===== src/hdl/bbq_pkg.sv =====
// ----------------------------------------------------------------------------
// bbq_pkg
// Shared types, widths and codes of the byte budget drop oldest record queue.
// ----------------------------------------------------------------------------
package bbq_pkg;

  // field widths
  localparam int TYPE_W     = 2;
  localparam int TAG_IN_W   = 32;
  localparam int LEN_W      = 16;
  localparam int BYTE_W     = 24;
  localparam int CTR_W      = 64;
  localparam int CFG_IDX_W  = 2;

  // descriptor ring geometry
  localparam int RING_DEPTH = 16;
  localparam int TAG_BITS   = 32;
  localparam int TAG_W      = (TAG_BITS < TAG_IN_W) ? TAG_BITS : TAG_IN_W;
  localparam int IDX_W      = $clog2(RING_DEPTH);
  localparam int CNT_W      = $clog2(RING_DEPTH + 1);

  // most records one drain may return
  localparam int MAX_RESULTS = 16;
  localparam int RES_CNT_W   = $clog2(MAX_RESULTS + 1);

  // register reset values
  localparam logic [BYTE_W-1:0] BYTE_LIMIT_RST = BYTE_W'(65536);

  // configuration register indexes
  localparam logic [CFG_IDX_W-1:0] CFG_BYTE_LIMIT       = CFG_IDX_W'(0);
  localparam logic [CFG_IDX_W-1:0] CFG_ACCEPTING        = CFG_IDX_W'(1);
  localparam logic [CFG_IDX_W-1:0] CFG_NOTIFIER_PRESENT = CFG_IDX_W'(2);

  // request codes
  typedef enum logic [TYPE_W-1:0] {
    REQ_PUSH          = 2'd0,
    REQ_DRAIN         = 2'd1,
    REQ_TAKE_DROPPED  = 2'd2,
    REQ_TAKE_RECEIVED = 2'd3
  } req_type_t;

  // result codes
  typedef enum logic [TYPE_W-1:0] {
    RESP_ACK     = 2'd0,
    RESP_RECORD  = 2'd1,
    RESP_EMPTY   = 2'd2,
    RESP_COUNTER = 2'd3
  } resp_kind_t;

  // ring control from the sequencer
  typedef struct packed {
    logic push;
    logic pop;
  } ring_ctl_t;

  // ring status back to the sequencer
  typedef struct packed {
    logic empty;
    logic full;
  } ring_stat_t;

  // operands of the shared add/compare unit
  typedef struct packed {
    logic [CTR_W-1:0]  a;
    logic [CTR_W-1:0]  b;
    logic              sub;
    logic [BYTE_W-1:0] lim;
  } alu_req_t;

endpackage


===== src/hdl/bbq_alu.sv =====
// ----------------------------------------------------------------------------
// bbq_alu
// Shared 64-bit add/subtract unit with a compare of the sum against a limit.
// ----------------------------------------------------------------------------
module bbq_alu (
  input  bbq_pkg::alu_req_t          req,
  output logic [bbq_pkg::CTR_W-1:0]  sum,
  output logic                       gt
);

  logic [bbq_pkg::CTR_W-1:0] b_eff;

  // two's complement operand for subtract
  assign b_eff = req.sub ? ~req.b : req.b;
  assign sum   = req.a + b_eff + bbq_pkg::CTR_W'(req.sub);

  // sum above the limit
  assign gt = (sum[bbq_pkg::CTR_W-1:bbq_pkg::BYTE_W] != '0) ||
              (sum[bbq_pkg::BYTE_W-1:0] > req.lim);

endmodule


===== src/hdl/bbq_ring.sv =====
// ----------------------------------------------------------------------------
// bbq_ring
// Descriptor ring of record tags and lengths with head, tail and fill count.
// ----------------------------------------------------------------------------
module bbq_ring (
  input  logic                        clk,
  input  logic                        rst_n,
  input  bbq_pkg::ring_ctl_t          ctl,
  input  logic [bbq_pkg::TAG_W-1:0]   wr_tag,
  input  logic [bbq_pkg::LEN_W-1:0]   wr_len,
  output logic [bbq_pkg::TAG_W-1:0]   head_tag,
  output logic [bbq_pkg::LEN_W-1:0]   head_len,
  output bbq_pkg::ring_stat_t         stat
);

  logic [bbq_pkg::TAG_W-1:0] tag_mem [bbq_pkg::RING_DEPTH];
  logic [bbq_pkg::LEN_W-1:0] len_mem [bbq_pkg::RING_DEPTH];
  logic [bbq_pkg::IDX_W-1:0] head_r;
  logic [bbq_pkg::IDX_W-1:0] tail_r;
  logic [bbq_pkg::CNT_W-1:0] count_r;
  logic [bbq_pkg::IDX_W-1:0] head_nxt;
  logic [bbq_pkg::IDX_W-1:0] tail_nxt;

  // index advance with wrap
  assign head_nxt = (head_r == bbq_pkg::IDX_W'(bbq_pkg::RING_DEPTH - 1)) ?
                    '0 : head_r + 1'b1;
  assign tail_nxt = (tail_r == bbq_pkg::IDX_W'(bbq_pkg::RING_DEPTH - 1)) ?
                    '0 : tail_r + 1'b1;

  // head entry and fill status
  assign head_tag   = tag_mem[head_r];
  assign head_len   = len_mem[head_r];
  assign stat.empty = (count_r == '0);
  assign stat.full  = (count_r == bbq_pkg::CNT_W'(bbq_pkg::RING_DEPTH));

  // entry storage
  always_ff @(posedge clk) begin
    if (ctl.push) begin
      tag_mem[tail_r] <= wr_tag;
      len_mem[tail_r] <= wr_len;
    end
  end

  // pointers and count
  always_ff @(posedge clk) begin
    if (!rst_n) begin
      head_r  <= '0;
      tail_r  <= '0;
      count_r <= '0;
    end else begin
      if (ctl.push) begin
        tail_r  <= tail_nxt;
        count_r <= count_r + 1'b1;
      end else if (ctl.pop) begin
        head_r  <= head_nxt;
        count_r <= count_r - 1'b1;
      end
    end
  end

endmodule


===== src/hdl/byte_budget_drop_oldest_queue.sv =====
// ----------------------------------------------------------------------------
// byte_budget_drop_oldest_queue
// Record descriptor queue held under a byte limit; drops oldest on overflow.
// ----------------------------------------------------------------------------
// A request is taken when start is high and busy is low; results come back
// on the out_ ports, each valid for one cycle under out_valid, and cannot be
// held off. Take requests, ignored pushes and zero budget drains answer at
// the next clock edge and never raise busy.
// A push steps through receive and check, then a drop and a pop for each record
// evicted, and ends in enqueue or refuse; a drain alternates check and pop,
// sends each record at the next pop and the last one with the final check.
// This stepping comes from the sequencer taking every add, subtract and
// compare through one shared 64-bit adder.
// ----------------------------------------------------------------------------
module byte_budget_drop_oldest_queue (
  input  logic                          clk,
  input  logic                          rst_n,
  // request
  input  logic                          start,
  output logic                          busy,
  input  logic [bbq_pkg::TYPE_W-1:0]    in_req_type,
  input  logic [bbq_pkg::TAG_IN_W-1:0]  in_record_tag,
  input  logic [bbq_pkg::LEN_W-1:0]     in_record_length,
  input  logic [bbq_pkg::BYTE_W-1:0]    in_drain_budget,
  // configuration
  input  logic                          cfg_we,
  input  logic [bbq_pkg::CFG_IDX_W-1:0] cfg_index,
  input  logic [bbq_pkg::BYTE_W-1:0]    cfg_data,
  // results
  output logic                          out_valid,
  output logic [bbq_pkg::TYPE_W-1:0]    out_resp_kind,
  output logic [bbq_pkg::TAG_IN_W-1:0]  out_tag,
  output logic [bbq_pkg::LEN_W-1:0]     out_length,
  output logic                          out_last,
  output logic [bbq_pkg::BYTE_W-1:0]    out_drained_total,
  output logic [bbq_pkg::CTR_W-1:0]     out_counter_value,
  output logic                          out_accepted,
  output logic                          out_notify_request,
  output logic [bbq_pkg::BYTE_W-1:0]    out_queued_bytes_now,
  output logic                          out_pending_now
);

  typedef enum logic [3:0] {
    S_IDLE,
    S_RECV,
    S_P_CHECK,
    S_P_DROP,
    S_P_POP,
    S_P_REFUSE,
    S_P_ENQ,
    S_D_CHECK,
    S_D_POP
  } state_t;

  typedef struct packed {
    bbq_pkg::resp_kind_t          kind;
    logic [bbq_pkg::TAG_W-1:0]    tag;
    logic [bbq_pkg::LEN_W-1:0]    len;
    logic                         last;
    logic [bbq_pkg::BYTE_W-1:0]   drained;
    logic [bbq_pkg::CTR_W-1:0]    counter;
    logic                         acc;
    logic                         notify;
    logic [bbq_pkg::BYTE_W-1:0]   queued;
    logic                         pending;
  } res_t;

  function automatic res_t mk_res(
    input bbq_pkg::resp_kind_t        kind,
    input logic [bbq_pkg::TAG_W-1:0]  tag,
    input logic [bbq_pkg::LEN_W-1:0]  len,
    input logic                       last,
    input logic [bbq_pkg::BYTE_W-1:0] drained,
    input logic [bbq_pkg::CTR_W-1:0]  counter,
    input logic                       acc,
    input logic                       notify,
    input logic [bbq_pkg::BYTE_W-1:0] queued,
    input logic                       pending
  );
    res_t r;
    r.kind    = kind;
    r.tag     = tag;
    r.len     = len;
    r.last    = last;
    r.drained = drained;
    r.counter = counter;
    r.acc     = acc;
    r.notify  = notify;
    r.queued  = queued;
    r.pending = pending;
    return r;
  endfunction

  state_t                         state_r;
  logic [bbq_pkg::LEN_W-1:0]      len_r;
  logic [bbq_pkg::TAG_W-1:0]      tag_r;
  logic [bbq_pkg::BYTE_W-1:0]     budget_r;
  logic [bbq_pkg::BYTE_W-1:0]     queued_r;
  logic [bbq_pkg::CTR_W-1:0]      dropped_r;
  logic [bbq_pkg::CTR_W-1:0]      received_r;
  logic                           pending_r;
  logic [bbq_pkg::BYTE_W-1:0]     limit_r;
  logic                           accepting_r;
  logic                           notifier_r;
  logic [bbq_pkg::BYTE_W-1:0]     drained_r;
  logic [bbq_pkg::RES_CNT_W-1:0]  rec_cnt_r;
  logic                           held_valid_r;
  logic [bbq_pkg::TAG_W-1:0]      held_tag_r;
  logic [bbq_pkg::LEN_W-1:0]      held_len_r;
  logic [bbq_pkg::BYTE_W-1:0]     held_drained_r;
  logic [bbq_pkg::BYTE_W-1:0]     held_queued_r;
  logic                           out_valid_r;
  res_t                           out_r;

  bbq_pkg::alu_req_t              alu_req;
  logic [bbq_pkg::CTR_W-1:0]      alu_sum;
  logic                           alu_gt;
  bbq_pkg::ring_ctl_t             ring_ctl;
  bbq_pkg::ring_stat_t            ring_stat;
  logic [bbq_pkg::TAG_W-1:0]      head_tag;
  logic [bbq_pkg::LEN_W-1:0]      head_len;
  logic                           d_stop;
  logic                           fin_pending;
  logic                           fin_notify;
  res_t                           fin_res;

  // shared add/compare unit
  bbq_alu u_alu (
    .req (alu_req),
    .sum (alu_sum),
    .gt  (alu_gt)
  );

  // descriptor ring
  bbq_ring u_ring (
    .clk      (clk),
    .rst_n    (rst_n),
    .ctl      (ring_ctl),
    .wr_tag   (tag_r),
    .wr_len   (len_r),
    .head_tag (head_tag),
    .head_len (head_len),
    .stat     (ring_stat)
  );

  // operand select per sequencer step
  always_comb begin
    alu_req = '0;
    unique case (state_r)
      S_RECV: begin
        alu_req.a = received_r;
        alu_req.b = bbq_pkg::CTR_W'(len_r);
      end
      S_P_CHECK, S_P_ENQ: begin
        alu_req.a   = bbq_pkg::CTR_W'(queued_r);
        alu_req.b   = bbq_pkg::CTR_W'(len_r);
        alu_req.lim = limit_r;
      end
      S_P_DROP: begin
        alu_req.a = dropped_r;
        alu_req.b = bbq_pkg::CTR_W'(head_len);
      end
      S_P_POP, S_D_POP: begin
        alu_req.a   = bbq_pkg::CTR_W'(queued_r);
        alu_req.b   = bbq_pkg::CTR_W'(head_len);
        alu_req.sub = 1'b1;
      end
      S_P_REFUSE: begin
        alu_req.a = dropped_r;
        alu_req.b = bbq_pkg::CTR_W'(len_r);
      end
      S_D_CHECK: begin
        alu_req.a   = bbq_pkg::CTR_W'(drained_r);
        alu_req.b   = bbq_pkg::CTR_W'(head_len);
        alu_req.lim = budget_r;
      end
      default: alu_req = '0;
    endcase
  end

  // ring moves
  always_comb begin
    ring_ctl.push = (state_r == S_P_ENQ);
    ring_ctl.pop  = (state_r == S_P_POP) || (state_r == S_D_POP);
  end

  // drain end and its final result
  always_comb begin
    d_stop = ring_stat.empty ||
             (rec_cnt_r == bbq_pkg::RES_CNT_W'(bbq_pkg::MAX_RESULTS)) ||
             ((drained_r != '0) && alu_gt);
    fin_pending = ring_stat.empty ? 1'b0 : pending_r;
    fin_notify  = !ring_stat.empty && pending_r && accepting_r && notifier_r;
    if (held_valid_r) begin
      fin_res = mk_res(bbq_pkg::RESP_RECORD, held_tag_r, held_len_r, 1'b1,
                       held_drained_r, '0, 1'b0, fin_notify, queued_r,
                       fin_pending);
    end else begin
      fin_res = mk_res(bbq_pkg::RESP_EMPTY, '0, '0, 1'b1, '0, '0, 1'b0,
                       fin_notify, queued_r, fin_pending);
    end
  end

  // sequencer, state and result registers
  always_ff @(posedge clk) begin
    if (!rst_n) begin
      state_r      <= S_IDLE;
      queued_r     <= '0;
      dropped_r    <= '0;
      received_r   <= '0;
      pending_r    <= 1'b0;
      limit_r      <= bbq_pkg::BYTE_LIMIT_RST;
      accepting_r  <= 1'b1;
      notifier_r   <= 1'b1;
      drained_r    <= '0;
      rec_cnt_r    <= '0;
      held_valid_r <= 1'b0;
      out_valid_r  <= 1'b0;
    end else begin
      out_valid_r <= 1'b0;

      // configuration writes
      if (cfg_we) begin
        case (cfg_index)
          bbq_pkg::CFG_BYTE_LIMIT: limit_r <= cfg_data;
          bbq_pkg::CFG_ACCEPTING: begin
            accepting_r <= cfg_data[0];
            if (!cfg_data[0]) begin
              pending_r <= 1'b0;
            end
          end
          bbq_pkg::CFG_NOTIFIER_PRESENT: notifier_r <= cfg_data[0];
          default: ;
        endcase
      end

      unique case (state_r)
        S_IDLE: begin
          if (start) begin
            len_r        <= in_record_length;
            tag_r        <= in_record_tag[bbq_pkg::TAG_W-1:0];
            budget_r     <= in_drain_budget;
            drained_r    <= '0;
            rec_cnt_r    <= '0;
            held_valid_r <= 1'b0;
            unique case (bbq_pkg::req_type_t'(in_req_type))
              bbq_pkg::REQ_PUSH: begin
                if (in_record_length == '0 || !accepting_r) begin
                  out_valid_r <= 1'b1;
                  out_r <= mk_res(bbq_pkg::RESP_ACK, '0, '0, 1'b1, '0, '0,
                                  1'b0, 1'b0, queued_r, pending_r);
                end else begin
                  state_r <= S_RECV;
                end
              end
              bbq_pkg::REQ_DRAIN: begin
                if (in_drain_budget == '0) begin
                  out_valid_r <= 1'b1;
                  out_r <= mk_res(bbq_pkg::RESP_EMPTY, '0, '0, 1'b1, '0, '0,
                                  1'b0, 1'b0, queued_r, pending_r);
                end else begin
                  state_r <= S_D_CHECK;
                end
              end
              bbq_pkg::REQ_TAKE_DROPPED: begin
                out_valid_r <= 1'b1;
                out_r <= mk_res(bbq_pkg::RESP_COUNTER, '0, '0, 1'b1, '0,
                                dropped_r, 1'b0, 1'b0, queued_r, pending_r);
                dropped_r <= '0;
              end
              bbq_pkg::REQ_TAKE_RECEIVED: begin
                out_valid_r <= 1'b1;
                out_r <= mk_res(bbq_pkg::RESP_COUNTER, '0, '0, 1'b1, '0,
                                received_r, 1'b0, 1'b0, queued_r, pending_r);
                received_r <= '0;
              end
            endcase
          end
        end

        // count the pushed bytes as received
        S_RECV: begin
          received_r <= alu_sum;
          state_r    <= S_P_CHECK;
        end

        // evict, refuse or enqueue
        S_P_CHECK: begin
          priority if (alu_gt && !ring_stat.empty) begin
            state_r <= S_P_DROP;
          end else if (alu_gt) begin
            state_r <= S_P_REFUSE;
          end else if (ring_stat.full) begin
            state_r <= S_P_DROP;
          end else begin
            state_r <= S_P_ENQ;
          end
        end

        // oldest record goes to the dropped count
        S_P_DROP: begin
          dropped_r <= alu_sum;
          state_r   <= S_P_POP;
        end

        S_P_POP: begin
          queued_r <= alu_sum[bbq_pkg::BYTE_W-1:0];
          state_r  <= S_P_CHECK;
        end

        // record larger than the limit
        S_P_REFUSE: begin
          dropped_r   <= alu_sum;
          out_valid_r <= 1'b1;
          out_r <= mk_res(bbq_pkg::RESP_ACK, '0, '0, 1'b1, '0, '0, 1'b0, 1'b0,
                          queued_r, pending_r);
          state_r <= S_IDLE;
        end

        S_P_ENQ: begin
          queued_r    <= alu_sum[bbq_pkg::BYTE_W-1:0];
          pending_r   <= 1'b1;
          out_valid_r <= 1'b1;
          out_r <= mk_res(bbq_pkg::RESP_ACK, '0, '0, 1'b1, '0, '0, 1'b1,
                          !pending_r && notifier_r,
                          alu_sum[bbq_pkg::BYTE_W-1:0], 1'b1);
          state_r <= S_IDLE;
        end

        // next record fits the budget or the drain ends
        S_D_CHECK: begin
          if (d_stop) begin
            pending_r   <= fin_pending;
            out_valid_r <= 1'b1;
            out_r       <= fin_res;
            state_r     <= S_IDLE;
          end else begin
            drained_r <= alu_sum[bbq_pkg::BYTE_W-1:0];
            state_r   <= S_D_POP;
          end
        end

        // pop head, release the record held from the previous step
        S_D_POP: begin
          queued_r <= alu_sum[bbq_pkg::BYTE_W-1:0];
          if (held_valid_r) begin
            out_valid_r <= 1'b1;
            out_r <= mk_res(bbq_pkg::RESP_RECORD, held_tag_r, held_len_r, 1'b0,
                            held_drained_r, '0, 1'b0, 1'b0, held_queued_r,
                            pending_r);
          end
          held_valid_r   <= 1'b1;
          held_tag_r     <= head_tag;
          held_len_r     <= head_len;
          held_drained_r <= drained_r;
          held_queued_r  <= alu_sum[bbq_pkg::BYTE_W-1:0];
          rec_cnt_r      <= rec_cnt_r + 1'b1;
          state_r        <= S_D_CHECK;
        end

        default: state_r <= S_IDLE;
      endcase
    end
  end

  // ports
  assign busy                 = (state_r != S_IDLE);
  assign out_valid            = out_valid_r;
  assign out_resp_kind        = out_r.kind;
  assign out_tag              = bbq_pkg::TAG_IN_W'(out_r.tag);
  assign out_length           = out_r.len;
  assign out_last             = out_r.last;
  assign out_drained_total    = out_r.drained;
  assign out_counter_value    = out_r.counter;
  assign out_accepted         = out_r.acc;
  assign out_notify_request   = out_r.notify;
  assign out_queued_bytes_now = out_r.queued;
  assign out_pending_now      = out_r.pending;

endmodule


===== config.mk =====
export PLATFORM = sky130hd
export DESIGN_NAME = byte_budget_drop_oldest_queue
export DESIGN_NICKNAME = d
export VERILOG_FILES = /design/src/hdl/bbq_pkg.sv /design/src/hdl/bbq_alu.sv /design/src/hdl/bbq_ring.sv /design/src/hdl/byte_budget_drop_oldest_queue.sv
export SDC_FILE = /design/constraint.sdc
export NUM_CORES = 2
export LEC_CHECK = 0
export ABC_AREA = 1
export BUFFER_PORTS_ARGS = -buffer_cell sky130_fd_sc_hd__buf_2
export CAP_MARGIN = 20
export CORE_MARGIN = 4
export CORE_UTILIZATION = 35
export CTS_CLUSTER_SIZE = 10
export DETAILED_ROUTE_END_ITERATION = 6
export GPL_TIMING_DRIVEN = 0
export PLACE_DENSITY_LB_ADDON = 0.25
export SLEW_MARGIN = 40
export SYNTH_ARGS = -nofsm -noshare
export SYNTH_HDL_FRONTEND = slang
export SYNTH_SLANG_ARGS = --single-unit

===== constraint.sdc =====
create_clock -name clk -period 11.8 [get_ports clk]
set_input_delay 1.77 -clock clk [delete_from_list [all_inputs] [get_ports clk]]
set_output_delay 1.77 -clock clk [all_outputs]
set_load 0.02 [all_outputs]

==> metrics.cfg <==
[outcome]
status = completed

[logic_synthesis]
ys_types = 55
synth_cells = 5519
synth-simple-area-share_pct = 14.3
synth_area_per_cell_sq_um = 10.5
synth_compound_area_share_pct = 13.0
synthFlopType = edfxtp_1
synthAdderAreaFrac_pct = 2.12
synth_top_family_by_area = simple AND/OR/NAND/NOR gates
synth_async_sr_flop_share_pct = 0
synth_edf_count = 1102
netlist_area_sq_um = 57900
ys_seq_elements = 1333
syn_nets = 5720
synth.area.mux_share_pct = 0
synth-xor-area-share_pct = 0.681
seq_area_frac_synth_pct = 65.1
yosysWarnings = 0

[sta]
finalSetupViolCount = 0
finalHoldViolations = 0
finalSetupTns_ns = 0
whs_ns = 0.470
timing.final.crit_share_pct = 87.8
slew_headroom_pct = 37.4
fin_skew_ns = 0.0511
finalCriticalPeriod_ns = 10.36
rsz0062_at_grt = false
worstMarginPinSlew_ns = 0.938
clock.fmax_mhz = 96.5
setup_ws_ns = 1.44
final-max-slew-violation-count = 0

[job]
cap_violations = 0

[global_route]
grt.total_usage_pct = 24.0
grt_pass1_wl_um = 303000
antenna_found_initial = 7
grt_pass1_vias = 43100
gr-total-overflow = 0
grt_max_degree = 79

[final_layout]
multiInputGateArea_sq_um = 17700
syn2layout_area_growth_pct = 18.8
fin_area_sq_um = 68800
final_common_cell = edfxtp_1
nets = 6239
regArea_sq_um = 37700
nFillCells = 15700
layout-drive-gt1-share_pct = 10.5
layout_common_cells = edfxtp_1, nand2_1, nor2_1

[critical_path]
rrSetupSlack_ns = 1.44
reg2reg_from = state_r[0]
reg2reg_to = out_tag[21]
worst_path_max_delay_cell = buf_1
cp_max_fo = 66
worstSetupEndpointType = flip-flop
r2r.worst_path.cells = 40
path_delay_family = simple AND/OR/NAND/NOR gates
critical_path_required_ns = 12.25
crit_type = flip-flop to flip-flop
cp.arrival_ns = 10.81
cpPeakStageDelay_ns = 0.68
crit_buf_inv = 7
crit_path_start_kind = flip-flop
cp_common_cell = nand2_1

[placed_design]
post-place-ws_ns = 1.95
port_buffers = 270
gp_congestion = 0.961
hpwlAfterDp_um = 156000
placed_area_sq_um = 64100

[clock_tree]
clockRootBuffer = clkbuf_16
clock_path_buffers = 3
ctsResizeCount = 0
numCtsBuffers = 157
cts_setup_buffers = 0
clk_latency_ns = 0.81
hold_buffers = 0
htree_levels = 4
clkSinkCount = 1333
clkTransAtPathRegs_ns = 0.06
tritoncts = yes

[floorplan]
core_sq_um = 164000
start_util_pct = 35.4
io_pins = 272
rows = 148
fp.dieH_um = 415
die_area_sq_um = 172000
die_width_um = 415

[route]
wl_per_cell_um = 25.6
drt-initial-drc-count = 5070
ant_nets = 0
wirelength_um = 213000
routed_via_density = 5.42
vias = 45000
dr.pass1.iters = 6
drcViolationCount = 0

[min_path]
hp-class = flip-flop to flip-flop
hold_start = limit_r[16]
holdPathStages = 2
hold_path_end = limit_r[16]

[pwr]
ir_drop_mv = 0.162
power-per-cell-area_nw_per_um2 = 178
leakage_nw = 24.9

## final cells by class
class,count,area share (%)
tap,2175,3.96
antenna,6,0.0218
clock inverter,22,0.508
timing repair buffer,360,4.60
inverter,436,2.40
sequential,1333,54.9
buffer,286,1.63
multi-input combinational,3464,25.8
clock buffer,222,6.25
## per-layer routing
layer | part of all wire (%) | GRT usage (%) | wire [um]
met2 | 47 | 39.5 | 100000
met4 | 6.4 | 13.4 | 13700
met3 | 7.3 | 4.33 | 15500
met1 | 39 | 30.0 | 83600
met5 | 0.013 | 0 | 27
## sequential cells by signal, summed over array words and instances (netlist names), 4 cells and up, named ones only
register,cells
budget_r,24
drained_r,24
dropped_r,64
held_drained_r,24
held_len_r,16
held_queued_r,24
held_tag_r,32
len_r,16
limit_r,24
out_counter_value,64
out_drained_total,24
out_length,16
out_queued_bytes_now,24
out_tag,32
queued_r,24
rec_cnt_r,5
received_r,64
state_r,4
tag_r,32
u_ring.count_r,5
u_ring.head_r,4
u_ring.len_mem,256
u_ring.tag_mem,512
u_ring.tail_r,4
## cells by family (layout without fill, tap and decap cells)
logic type / after synthesis / count (layout)
DFF: 1333 / 1333
buffers and inverters: 722 / 1326
other: 0 / 6
xor gates and xnor gates: 45 / 45
and+or+nand+nor: 2047 / 2047
adders and majority gates: 97 / 97
AOI/OAI and AO/OA: 1275 / 1275
## metrics by stage
step | power [mW] | instances | utilization [%]
2_1_floorplan | 6.78 | 5519 | -
6_report | 12.2 | 8304 | 42.1
3_3_place_gp | 7.76 | 7964 | 37.9
5_1_grt | 12.7 | 8298 | 42.0
4_1_cts | 12.3 | 8298 | 42.0
3_5_place_dp | 7.79 | 8054 | 39.2
## worst register-to-register path: cells and delay by family (launching register included)
family          cells  cell delay, ns
simple gates       29            4.69
xor+xnor            1            0.68
buf+inv             7            2.79
compound gates      1            0.45
fa+ha+maj           2            0.75
flops               1            0.51
## worst max path at each step
stage                     from                     to  slack, ns  depth (start not counted)
finish              state_r[0]            out_tag[21]       1.44                         40
detailed placement  state_r[0]  out_counter_value[61]       1.95                         40
floorplan           state_r[0]           out_accepted       3.15                         40
CTS                 state_r[0]  out_counter_value[61]       1.89                         40
global placement    state_r[0]  out_counter_value[61]      -2.91                         39
global route        state_r[0]  out_counter_value[61]       1.11                         40
## cell usage after synthesis (3+ instances only)
cell type	count	area [sq um]
edfxtp_1	1102	33100
nand2_1	1041	3910
nor2_1	722	2710
o21ai_0	507	2540
inv_1	427	1600
a21oi_1	359	1800
clkbuf_1	255	957
dfxtp_1	231	4620
nand3_1	164	821
o22ai_1	98	613
ha_1	95	1190
o221ai_1	93	815
a22o_1	62	543
o211ai_1	45	338
xor2_1	41	359
nand4_1	25	156
o2111ai_1	24	210
buf_1	23	86.3
nor4_1	22	138
nor3_1	21	105
nand3b_1	20	150
a22oi_1	18	135
a221oi_1	14	123
nand2_2	14	87.6
o21a_1	13	97.6
a31oi_1	11	68.8
a21o_1	9	67.6
o21bai_1	9	67.6
nand2_4	6	67.6
buf_2	4	20.0
clkinv_1	4	15.0
xnor2_1	4	35.0
buf_4	3	22.5
inv_2	3	11.3
## power breakdown
part | internal [mW] | switching [mW]
clock network | 2.57 | 1.94
logic | 0.555 | 1.61
registers | 5.35 | 0.224
total | 8.47 | 3.77
No activity file was read; power rests on OpenSTA's default activity.
